**src/rtl/core/erb_pkg.sv**
```systemverilog
// ============================================================================
// erb_pkg
// Shared constants, status codes and helpers of the epoch-to-RTC converter.
// ============================================================================
`default_nettype none

package erb_pkg;

    localparam logic [1:0] ST_OK       = 2'd0;
    localparam logic [1:0] ST_NS_BAD   = 2'd1;
    localparam logic [1:0] ST_YEAR_BAD = 2'd2;

    localparam logic [31:0] NANO_LIMIT = 32'd1000000000;

    // 2000-01-01 and 2100-01-01 in Unix seconds
    localparam logic signed [63:0] SECS_FIRST = 64'sd946684800;
    localparam logic signed [63:0] SECS_END   = 64'sd4102444800;

    // day number of 2000-01-01
    localparam logic [15:0] DAY_2000 = 16'd10957;

    // reciprocals: floor(2^s / d), quotient low by at most one
    localparam logic [25:0] RCP_675  = 26'd50903316; // s = 35
    localparam logic [15:0] RCP_3600 = 16'd37282;    // s = 27
    localparam logic [15:0] RCP_1461 = 16'd45933;    // s = 26
    localparam logic [16:0] RCP_7    = 17'd74898;    // s = 19
    localparam logic [12:0] RCP_60   = 13'd4369;     // s = 18

    typedef logic [8:0] doy_t;

    // first day of year (0-based) of each month, one day later from March on in a leap year
    function automatic doy_t month_start(input logic [3:0] k, input logic leap);
        doy_t base;
        case (k)
            4'd0:    base = 9'd0;
            4'd1:    base = 9'd31;
            4'd2:    base = 9'd59;
            4'd3:    base = 9'd90;
            4'd4:    base = 9'd120;
            4'd5:    base = 9'd151;
            4'd6:    base = 9'd181;
            4'd7:    base = 9'd212;
            4'd8:    base = 9'd243;
            4'd9:    base = 9'd273;
            4'd10:   base = 9'd304;
            4'd11:   base = 9'd334;
            default: base = 9'd0;
        endcase
        if (leap && k >= 4'd2)
        begin
            base = base + 9'd1;
        end
        return base;
    endfunction

    // two BCD digits of a value below 100
    function automatic logic [7:0] to_bcd(input logic [6:0] v);
        logic [14:0] p;
        logic [3:0]  tens;
        logic [6:0]  ones;
        p    = 15'(v) * 15'd205;
        tens = p[14:11];
        ones = v - 7'(tens) * 7'd10;
        return {tens, ones[3:0]};
    endfunction

endpackage

`default_nettype wire

```
**src/rtl/core/erb_if.sv**
```systemverilog
// ============================================================================
// erb_in_if / erb_out_if
// Valid/ready channels carrying a time value in and the RTC registers out.
// ============================================================================
`default_nettype none

interface erb_in_if;
    logic               valid;
    logic               ready;
    logic signed [63:0] unix_seconds;
    logic [31:0]        nanos;

    modport source (output valid, output unix_seconds, output nanos, input ready);
    modport sink   (input valid, input unix_seconds, input nanos, output ready);
endinterface

interface erb_out_if;
    logic       valid;
    logic       ready;
    logic [6:0] second_bcd;
    logic [6:0] minute_bcd;
    logic [5:0] hour_bcd;
    logic [5:0] day_bcd;
    logic [2:0] weekday;
    logic [4:0] month_bcd;
    logic [7:0] year_bcd;
    logic [1:0] status;

    modport source (output valid, output second_bcd, output minute_bcd, output hour_bcd,
                    output day_bcd, output weekday, output month_bcd, output year_bcd,
                    output status, input ready);
    modport sink   (input valid, input second_bcd, input minute_bcd, input hour_bcd,
                    input day_bcd, input weekday, input month_bcd, input year_bcd,
                    input status, output ready);
endinterface

`default_nettype wire

```
**src/rtl/core/epoch_seconds_to_rtc_bcd.sv**
```systemverilog
// ============================================================================
// epoch_seconds_to_rtc_bcd
// Converts signed Unix seconds plus nanoseconds to seven BCD RTC registers.
// ============================================================================
// Usage: drive in_ch with a time value; each input beat yields exactly one
// beat on out_ch, in order. Status 1 flags nanos of one billion or more,
// status 2 a year outside 2000..2099; with non-zero status all register
// fields are zero.
// Throughput: one beat per cycle while out_ch is ready, set by the
// eight-stage pipeline (range check, 25x26 reciprocal multiply for the
// day split, corrections, clock and calendar splits, BCD packing).
// Each stage holds its own valid bit; a stage loads whenever it is empty
// or the stage after it moves, so bubbles close up while out_ch stalls
// and in_ch keeps taking beats until every stage is full.
// Reset clears all valid bits; there is no other state and no clearing
// pass.
// ============================================================================
`default_nettype none

module epoch_seconds_to_rtc_bcd (
    input  wire logic clk,
    input  wire logic rst_n,
    erb_in_if.sink    in_ch,
    erb_out_if.source out_ch
);
    import erb_pkg::*;

    logic [8:1] v_reg;
    logic [9:1] rdy;

    always_comb
    begin
        rdy[9] = out_ch.ready;
        for (int i = 8; i >= 1; i--)
        begin
            rdy[i] = !v_reg[i] || rdy[i+1];
        end
    end

    always_ff @(posedge clk or negedge rst_n)
    begin
        if (!rst_n)
        begin
            v_reg <= '0;
        end
        else
        begin
            if (rdy[1])
            begin
                v_reg[1] <= in_ch.valid;
            end
            for (int i = 2; i <= 8; i++)
            begin
                if (rdy[i])
                begin
                    v_reg[i] <= v_reg[i-1];
                end
            end
        end
    end

    assign in_ch.ready  = rdy[1];
    assign out_ch.valid = v_reg[8];

    // ---- stage 1: status checks
    logic [1:0]  s1_st_reg;
    logic [31:0] s1_secs_reg;
    always_ff @(posedge clk)
    begin
        if (rdy[1])
        begin
            if (in_ch.nanos >= NANO_LIMIT)
            begin
                s1_st_reg <= ST_NS_BAD;
            end
            else if (in_ch.unix_seconds < SECS_FIRST || in_ch.unix_seconds >= SECS_END)
            begin
                s1_st_reg <= ST_YEAR_BAD;
            end
            else
            begin
                s1_st_reg <= ST_OK;
            end
            s1_secs_reg <= in_ch.unix_seconds[31:0];
        end
    end

    // ---- stage 2: (secs >> 7) / 675 by reciprocal
    logic [1:0]  s2_st_reg;
    logic [31:0] s2_secs_reg;
    logic [50:0] s2_prod_reg;
    always_ff @(posedge clk)
    begin
        if (rdy[2])
        begin
            s2_st_reg   <= s1_st_reg;
            s2_secs_reg <= s1_secs_reg;
            s2_prod_reg <= 51'(s1_secs_reg[31:7]) * 51'(RCP_675);
        end
    end

    // ---- stage 3: correct day count, form second of day
    logic [15:0] s3_q;
    logic [25:0] s3_rr;
    logic [15:0] s3_days_next;
    logic [9:0]  s3_rem_next;
    always_comb
    begin
        s3_q  = s2_prod_reg[50:35];
        s3_rr = {1'b0, s2_secs_reg[31:7]} - 26'(s3_q) * 26'd675;
        if (s3_rr >= 26'd675)
        begin
            s3_days_next = s3_q + 16'd1;
            s3_rem_next  = 10'(s3_rr - 26'd675);
        end
        else
        begin
            s3_days_next = s3_q;
            s3_rem_next  = s3_rr[9:0];
        end
    end

    logic [1:0]  s3_st_reg;
    logic [15:0] s3_days_reg;
    logic [16:0] s3_sod_reg;
    always_ff @(posedge clk)
    begin
        if (rdy[3])
        begin
            s3_st_reg   <= s2_st_reg;
            s3_days_reg <= s3_days_next;
            s3_sod_reg  <= {s3_rem_next, s2_secs_reg[6:0]};
        end
    end

    // ---- stage 4: estimate hour, four-year block and week quotient
    logic [15:0] s4_d0;
    logic [16:0] s4_days4;
    logic [32:0] s4_hprod;
    logic [31:0] s4_bprod;
    logic [33:0] s4_wprod;
    always_comb
    begin
        s4_d0    = s3_days_reg - DAY_2000;
        s4_days4 = {1'b0, s3_days_reg} + 17'd4;
        s4_hprod = 33'(s3_sod_reg) * 33'(RCP_3600);
        s4_bprod = 32'(s4_d0) * 32'(RCP_1461);
        s4_wprod = 34'(s4_days4) * 34'(RCP_7);
    end

    logic [1:0]  s4_st_reg;
    logic [16:0] s4_sod_reg;
    logic [15:0] s4_d0_reg;
    logic [16:0] s4_days4_reg;
    logic [5:0]  s4_hq_reg;
    logic [5:0]  s4_bq_reg;
    logic [14:0] s4_wq_reg;
    always_ff @(posedge clk)
    begin
        if (rdy[4])
        begin
            s4_st_reg    <= s3_st_reg;
            s4_sod_reg   <= s3_sod_reg;
            s4_d0_reg    <= s4_d0;
            s4_days4_reg <= s4_days4;
            s4_hq_reg    <= s4_hprod[32:27];
            s4_bq_reg    <= s4_bprod[31:26];
            s4_wq_reg    <= s4_wprod[33:19];
        end
    end

    // ---- stage 5: correct the three quotients
    logic [16:0] s5_hr;
    logic [15:0] s5_br;
    logic [16:0] s5_wr;
    logic [4:0]  s5_hour_next;
    logic [11:0] s5_hrem_next;
    logic [4:0]  s5_blk_next;
    logic [10:0] s5_brem_next;
    logic [2:0]  s5_wd_next;
    always_comb
    begin
        s5_hr = s4_sod_reg - 17'(s4_hq_reg) * 17'd3600;
        s5_br = s4_d0_reg - 16'(s4_bq_reg) * 16'd1461;
        s5_wr = s4_days4_reg - 17'(s4_wq_reg) * 17'd7;
        if (s5_hr >= 17'd3600)
        begin
            s5_hour_next = 5'(s4_hq_reg + 6'd1);
            s5_hrem_next = 12'(s5_hr - 17'd3600);
        end
        else
        begin
            s5_hour_next = s4_hq_reg[4:0];
            s5_hrem_next = s5_hr[11:0];
        end
        if (s5_br >= 16'd1461)
        begin
            s5_blk_next  = 5'(s4_bq_reg + 6'd1);
            s5_brem_next = 11'(s5_br - 16'd1461);
        end
        else
        begin
            s5_blk_next  = s4_bq_reg[4:0];
            s5_brem_next = s5_br[10:0];
        end
        if (s5_wr >= 17'd7)
        begin
            s5_wd_next = 3'(s5_wr - 17'd7);
        end
        else
        begin
            s5_wd_next = s5_wr[2:0];
        end
    end

    logic [1:0]  s5_st_reg;
    logic [4:0]  s5_hour_reg;
    logic [11:0] s5_hrem_reg;
    logic [4:0]  s5_blk_reg;
    logic [10:0] s5_brem_reg;
    logic [2:0]  s5_wd_reg;
    always_ff @(posedge clk)
    begin
        if (rdy[5])
        begin
            s5_st_reg   <= s4_st_reg;
            s5_hour_reg <= s5_hour_next;
            s5_hrem_reg <= s5_hrem_next;
            s5_blk_reg  <= s5_blk_next;
            s5_brem_reg <= s5_brem_next;
            s5_wd_reg   <= s5_wd_next;
        end
    end

    // ---- stage 6: minute estimate, year within the four-year block
    // The first year of each block is the leap year (2000 counts as leap).
    logic [29:0] s6_mprod;
    logic [10:0] s6_t;
    logic [1:0]  s6_yo;
    logic [8:0]  s6_doy_next;
    always_comb
    begin
        s6_mprod = 30'(s5_hrem_reg) * 30'(RCP_60);
        s6_t     = s5_brem_reg - 11'd366;
        if (s5_brem_reg < 11'd366)
        begin
            s6_yo       = 2'd0;
            s6_doy_next = s5_brem_reg[8:0];
        end
        else if (s6_t < 11'd365)
        begin
            s6_yo       = 2'd1;
            s6_doy_next = s6_t[8:0];
        end
        else if (s6_t < 11'd730)
        begin
            s6_yo       = 2'd2;
            s6_doy_next = 9'(s6_t - 11'd365);
        end
        else
        begin
            s6_yo       = 2'd3;
            s6_doy_next = 9'(s6_t - 11'd730);
        end
    end

    logic [1:0]  s6_st_reg;
    logic [4:0]  s6_hour_reg;
    logic [11:0] s6_hrem_reg;
    logic [5:0]  s6_mq_reg;
    logic [8:0]  s6_doy_reg;
    logic        s6_leap_reg;
    logic [6:0]  s6_year_reg;
    logic [2:0]  s6_wd_reg;
    always_ff @(posedge clk)
    begin
        if (rdy[6])
        begin
            s6_st_reg   <= s5_st_reg;
            s6_hour_reg <= s5_hour_reg;
            s6_hrem_reg <= s5_hrem_reg;
            s6_mq_reg   <= s6_mprod[23:18];
            s6_doy_reg  <= s6_doy_next;
            s6_leap_reg <= (s6_yo == 2'd0);
            s6_year_reg <= 7'(s5_blk_reg) * 7'd4 + 7'(s6_yo);
            s6_wd_reg   <= s5_wd_reg;
        end
    end

    // ---- stage 7: minute and second, month and day
    logic [11:0] s7_mr;
    logic [5:0]  s7_min_next;
    logic [5:0]  s7_sec_next;
    logic [3:0]  s7_mon_next;
    logic [4:0]  s7_day_next;
    doy_t        s7_start;
    always_comb
    begin
        s7_mr = s6_hrem_reg - 12'(s6_mq_reg) * 12'd60;
        if (s7_mr >= 12'd60)
        begin
            s7_min_next = s6_mq_reg + 6'd1;
            s7_sec_next = 6'(s7_mr - 12'd60);
        end
        else
        begin
            s7_min_next = s6_mq_reg;
            s7_sec_next = s7_mr[5:0];
        end
        s7_mon_next = 4'd0;
        s7_day_next = s6_doy_reg[4:0];
        for (int k = 1; k < 12; k++)
        begin
            s7_start = month_start(4'(k), s6_leap_reg);
            if (s6_doy_reg >= s7_start)
            begin
                s7_mon_next = 4'(k);
                s7_day_next = 5'(s6_doy_reg - s7_start);
            end
        end
    end

    logic [1:0] s7_st_reg;
    logic [4:0] s7_hour_reg;
    logic [5:0] s7_min_reg;
    logic [5:0] s7_sec_reg;
    logic [3:0] s7_mon_reg;
    logic [4:0] s7_day_reg;
    logic [6:0] s7_year_reg;
    logic [2:0] s7_wd_reg;
    always_ff @(posedge clk)
    begin
        if (rdy[7])
        begin
            s7_st_reg   <= s6_st_reg;
            s7_hour_reg <= s6_hour_reg;
            s7_min_reg  <= s7_min_next;
            s7_sec_reg  <= s7_sec_next;
            s7_mon_reg  <= s7_mon_next;
            s7_day_reg  <= s7_day_next;
            s7_year_reg <= s6_year_reg;
            s7_wd_reg   <= s6_wd_reg;
        end
    end

    // ---- stage 8: BCD packing, zero the fields on error
    logic [7:0] b_sec;
    logic [7:0] b_min;
    logic [7:0] b_hour;
    logic [7:0] b_day;
    logic [7:0] b_mon;
    logic [7:0] b_year;
    logic       ok;
    always_comb
    begin
        b_sec  = to_bcd({1'b0, s7_sec_reg});
        b_min  = to_bcd({1'b0, s7_min_reg});
        b_hour = to_bcd({2'b0, s7_hour_reg});
        b_day  = to_bcd(7'(s7_day_reg) + 7'd1);
        b_mon  = to_bcd(7'(s7_mon_reg) + 7'd1);
        b_year = to_bcd(s7_year_reg);
        ok     = (s7_st_reg == ST_OK);
    end

    logic [6:0] o_sec_reg;
    logic [6:0] o_min_reg;
    logic [5:0] o_hour_reg;
    logic [5:0] o_day_reg;
    logic [2:0] o_wd_reg;
    logic [4:0] o_mon_reg;
    logic [7:0] o_year_reg;
    logic [1:0] o_st_reg;
    always_ff @(posedge clk)
    begin
        if (rdy[8])
        begin
            o_sec_reg  <= ok ? b_sec[6:0]  : 7'd0;
            o_min_reg  <= ok ? b_min[6:0]  : 7'd0;
            o_hour_reg <= ok ? b_hour[5:0] : 6'd0;
            o_day_reg  <= ok ? b_day[5:0]  : 6'd0;
            o_wd_reg   <= ok ? s7_wd_reg   : 3'd0;
            o_mon_reg  <= ok ? b_mon[4:0]  : 5'd0;
            o_year_reg <= ok ? b_year      : 8'd0;
            o_st_reg   <= s7_st_reg;
        end
    end

    assign out_ch.second_bcd = o_sec_reg;
    assign out_ch.minute_bcd = o_min_reg;
    assign out_ch.hour_bcd   = o_hour_reg;
    assign out_ch.day_bcd    = o_day_reg;
    assign out_ch.weekday    = o_wd_reg;
    assign out_ch.month_bcd  = o_mon_reg;
    assign out_ch.year_bcd   = o_year_reg;
    assign out_ch.status     = o_st_reg;

endmodule

`default_nettype wire

```
**src/flat_wrapper.sv**
```systemverilog
// flat-port wrapper written by rule: the top's interface ports become plain ports
module epoch_seconds_to_rtc_bcd_flat import erb_pkg::*;
  (clk, rst_n, in_ch_valid, in_ch_unix_seconds, in_ch_nanos, in_ch_ready, out_ch_valid, out_ch_second_bcd, out_ch_minute_bcd, out_ch_hour_bcd, out_ch_day_bcd, out_ch_weekday, out_ch_month_bcd, out_ch_year_bcd, out_ch_status, out_ch_ready);
  erb_in_if in_ch_i ();
  erb_out_if out_ch_i ();
  input  wire logic clk;
  input  wire logic rst_n;
  input wire logic [$bits(in_ch_i.valid)-1:0] in_ch_valid;
  input wire logic [$bits(in_ch_i.unix_seconds)-1:0] in_ch_unix_seconds;
  input wire logic [$bits(in_ch_i.nanos)-1:0] in_ch_nanos;
  output wire logic [$bits(in_ch_i.ready)-1:0] in_ch_ready;
  output wire logic [$bits(out_ch_i.valid)-1:0] out_ch_valid;
  output wire logic [$bits(out_ch_i.second_bcd)-1:0] out_ch_second_bcd;
  output wire logic [$bits(out_ch_i.minute_bcd)-1:0] out_ch_minute_bcd;
  output wire logic [$bits(out_ch_i.hour_bcd)-1:0] out_ch_hour_bcd;
  output wire logic [$bits(out_ch_i.day_bcd)-1:0] out_ch_day_bcd;
  output wire logic [$bits(out_ch_i.weekday)-1:0] out_ch_weekday;
  output wire logic [$bits(out_ch_i.month_bcd)-1:0] out_ch_month_bcd;
  output wire logic [$bits(out_ch_i.year_bcd)-1:0] out_ch_year_bcd;
  output wire logic [$bits(out_ch_i.status)-1:0] out_ch_status;
  input wire logic [$bits(out_ch_i.ready)-1:0] out_ch_ready;
  assign in_ch_i.valid = in_ch_valid;
  assign in_ch_i.unix_seconds = in_ch_unix_seconds;
  assign in_ch_i.nanos = in_ch_nanos;
  assign in_ch_ready = in_ch_i.ready;
  assign out_ch_valid = out_ch_i.valid;
  assign out_ch_second_bcd = out_ch_i.second_bcd;
  assign out_ch_minute_bcd = out_ch_i.minute_bcd;
  assign out_ch_hour_bcd = out_ch_i.hour_bcd;
  assign out_ch_day_bcd = out_ch_i.day_bcd;
  assign out_ch_weekday = out_ch_i.weekday;
  assign out_ch_month_bcd = out_ch_i.month_bcd;
  assign out_ch_year_bcd = out_ch_i.year_bcd;
  assign out_ch_status = out_ch_i.status;
  assign out_ch_i.ready = out_ch_ready;
  epoch_seconds_to_rtc_bcd u_core (.clk(clk), .rst_n(rst_n), .in_ch(in_ch_i), .out_ch(out_ch_i));
endmodule
```
**config.mk**
```make
export PLATFORM = sky130hd
export DESIGN_NAME = epoch_seconds_to_rtc_bcd_flat
export DESIGN_NICKNAME = d
export VERILOG_FILES = /design/src/rtl/core/erb_pkg.sv /design/src/rtl/core/erb_if.sv /design/src/rtl/core/epoch_seconds_to_rtc_bcd.sv /design/src/flat_wrapper.sv
export SDC_FILE = /design/constraint.sdc
export NUM_CORES = 2
export LEC_CHECK = 0
export ABC_AREA = 1
export BUFFER_PORTS_ARGS = -buffer_cell sky130_fd_sc_hd__buf_2
export CORE_MARGIN = 4
export CORE_UTILIZATION = 53
export CTS_BUF_LIST = sky130_fd_sc_hd__clkbuf_2 sky130_fd_sc_hd__clkbuf_4 sky130_fd_sc_hd__clkbuf_8
export DETAILED_ROUTE_END_ITERATION = 7
export PLACE_DENSITY_LB_ADDON = 0.2
export SYNTH_ARGS = -nofsm -noshare
export SYNTH_HDL_FRONTEND = slang
export SYNTH_SLANG_ARGS = --single-unit
export TNS_END_PERCENT = 10
```
**constraint.sdc**
```tcl
create_clock -name clk -period 19.4 [get_ports clk]
set_input_delay 0.97 -clock clk [delete_from_list [all_inputs] [get_ports clk]]
set_output_delay 0.97 -clock clk [all_outputs]
set_load 0.03 [all_outputs]
```
==> reports/qor.yml <==
status: "finished, final reports clean"
crit_path_frequent_cell: "inv_1"
synth_top_area_frac: 0.263
synth_top_area_cell: "ha_1"
fin_util: 0.572
antenna_found_initial: 1
start_kind: "flop"
finalSetupViolCount: 0
die_x_um: 320
synth_cell_types: 57
rrSetupSlack_ns: 11.32
std_cell_rows: 114
ys_seq_elements: 371
routedWlPerCell_um: 15.3
critPathBufInv: 10
vias: 36900
cts_setup_buffers: 0
die-area_um2: 102000
start_util: 0.534
core_area_um2: 96600
drt-initial-drc-count: 1744
grt_pass1_vias: 38100
grt_max_degree: 57
r2r_cells: 34
routabilityCongestion: 0.922
crit_arrival_ns: 8.49
synth_edf_count: 363
clk_latency_ns: 0.72
drv_slew: 0
overflow: 0
skew_ns: 0.0641
clkTransAtPathRegs_ns: 0.06
ys_top_cells_by_area: "ha_1 26%, edfxtp_1 21%, fa_1 20%"
finalSetupTns_ns: 0
drv_cap: 0
r2r_start: "u_core.s3_days_reg[0]$_DFFE_PP_"
max_stage_delay_ns: 0.55
fillCellCount: 8608
ant_nets: 0
synth_ff_type: "edfxtp_1"
cts_sinks: 371
cts-buffers-inserted: 70
ios: 146
dp_hpwl_um: 90300
netlist_area_um2: 51600
synthArstFlopShare: 0.0216
synthCells: 5562
cp_top_family: "adder cells"
grt_usage: 0.220
relSlewSlack: 0.199
via_per_inst: 5.21
area_growth_pct: 7.16
wirelength_um: 109000
max_freq_ghz: 0.124
timing.final.crit_period_ns: 8.08
slowest_stage: "fa_1"
worstReg2RegEnd: "u_core.s4_bq_reg[4]$_DFFE_PP_"
grt_pass1_wl_um: 186000
critPathKind: "reg2reg"
clk_path_buf_depth: 3
finalHoldViolCount: 0
path_max_fanout: 7
cts_root_buf: "clkbuf_8"
cp-end-kind: "flop"
ctsHoldBuffers: 0
cts_tree: "yes"
drc: 0
cts_max_level: 3
syn_avg_cell_area_um2: 9.27
synth_warnings: 0
period_share: 0.416
cts_resized: 0
ys_seq_area_frac: 0.215
hold_class: "in2async"
final_nets: 7444
grt_setup_unrepaired: "no"
worst_slew_pin_slew_ns: 1.20
syn-num-nets: 7259
critPathRequiredTime_ns: 19.82
drive_above_1_share: 0.0526
portBuffers: 136
die_h_um: 320
dr.pass1.iters: 6
==> per-stage QoR <==
step	setup WS, ns	cells	area (µm²)	hold WS, ns
after detailed placement	11.34	6951	53800	0.405
after floorplan	10.03	5562	51600	0.400
after global placement	11.39	6951	53800	0.402
after CTS	11.29	7077	55300	0.0608
after global routing	10.69	7078	55300	0.0845
final	11.32	7078	55300	0.127
==> cells by family (layout without fill, tap and decap cells) <==
group | after synthesis | count (layout) | share of synthesized area
other | 0 | 1 | 0
adders and majority gates | 1597 | 1597 | 0.462
xor gates and xnor gates | 239 | 239 | 0.0409
and+or+nand+nor | 1481 | 1481 | 0.123
AOI/OAI and AO/OA | 596 | 596 | 0.0650
buffers and inverters | 1278 | 1517 | 0.0936
DFF | 371 | 371 | 0.215
==> worst register-to-register path: cells and delay by family (launching register included) <==
| kind | cells | cell delay [ns] |
|---|---|---|
| AOI/OAI and AO/OA | 7 | 1.35 |
| xor gates and xnor gates | 2 | 0.59 |
| adders and majority gates | 8 | 3.73 |
| buffers and inverters | 10 | 1.07 |
| DFF | 1 | 0.50 |
| and+or+nand+nor | 7 | 0.59 |
==> cells in the final DEF (no fill, tap or decap), types with 72 or more instances in the layout <==
master    count
fa_1        511
a21oi_1     295
ha_1       1086
inv_1      1234
edfxtp_1    363
buf_2       136
nand3_1     164
o21ai_0     151
nand2_1     746
xor2_1      165
nand4_1     129
xnor2_1      72
nor2_1      325
==> cell usage after synthesis (all sizes together), types with 3 or more instances <==
cell type / instances
o21ai: 157
a211oi: 7
nand3b: 6
o211ai: 11
a31oi: 21
o31ai: 10
xor2: 167
a21boi: 10
clkbuf: 14
buf: 18
a21o: 26
o2111ai: 7
a21oi: 296
o21bai: 11
clkinv: 3
nor3: 46
and2: 3
nand4: 129
and3: 3
ha: 1086
o221ai: 8
or2: 27
fa: 511
xnor2: 72
o311ai: 6
nor2: 329
nand2: 749
edfxtp: 363
o21a: 14
dfrtp: 8
inv: 1243
nor4: 20
nand3: 166
==> area by class of cell <==
type,count,area [µm²],area share
Inverter,1246,4680,0.0846
Clock buffer,85,1080,0.0196
Clock inverter,41,410,0.00743
Timing Repair Buffer,145,748,0.0135
Multi-Input combinational cell,3913,35700,0.645
Tap cell,1276,1600,0.0289
Antenna cell,1,2.50,0.0000453
Sequential cell,371,11100,0.201
==> worst max-delay path by stage <==
stage	startpoint	endpoint	slack, ns	cells after the start
2_1_floorplan	out_ch_ready	in_ch_ready	10.03	14
3_3_place_gp	u_core.s3_days_reg[0]$_DFFE_PP_	u_core.s4_bq_reg[4]$_DFFE_PP_	11.39	34
3_5_place_dp	u_core.s3_days_reg[0]$_DFFE_PP_	u_core.s4_bq_reg[4]$_DFFE_PP_	11.34	34
4_1_cts	u_core.s3_days_reg[0]$_DFFE_PP_	u_core.s4_bq_reg[4]$_DFFE_PP_	11.29	34
5_1_grt	u_core.s3_days_reg[0]$_DFFE_PP_	u_core.s4_bq_reg[4]$_DFFE_PP_	10.69	34
6_report	u_core.s3_days_reg[0]$_DFFE_PP_	u_core.s4_bq_reg[4]$_DFFE_PP_	11.32	34
==> layer usage <==
metal	GRT usage	share of wire	wire length, µm	vias to the layer above
li1	-	-	-	18600
met1	0.297	0.46	49900	17500
met2	0.377	0.48	52100	663
met3	0.0277	0.040	4290	145
met4	0.0551	0.021	2250	0
met5	0	0	0	-
Power is not shown: default switching activity piles up to over one toggle a cycle in this logic, so the estimate is an artifact.
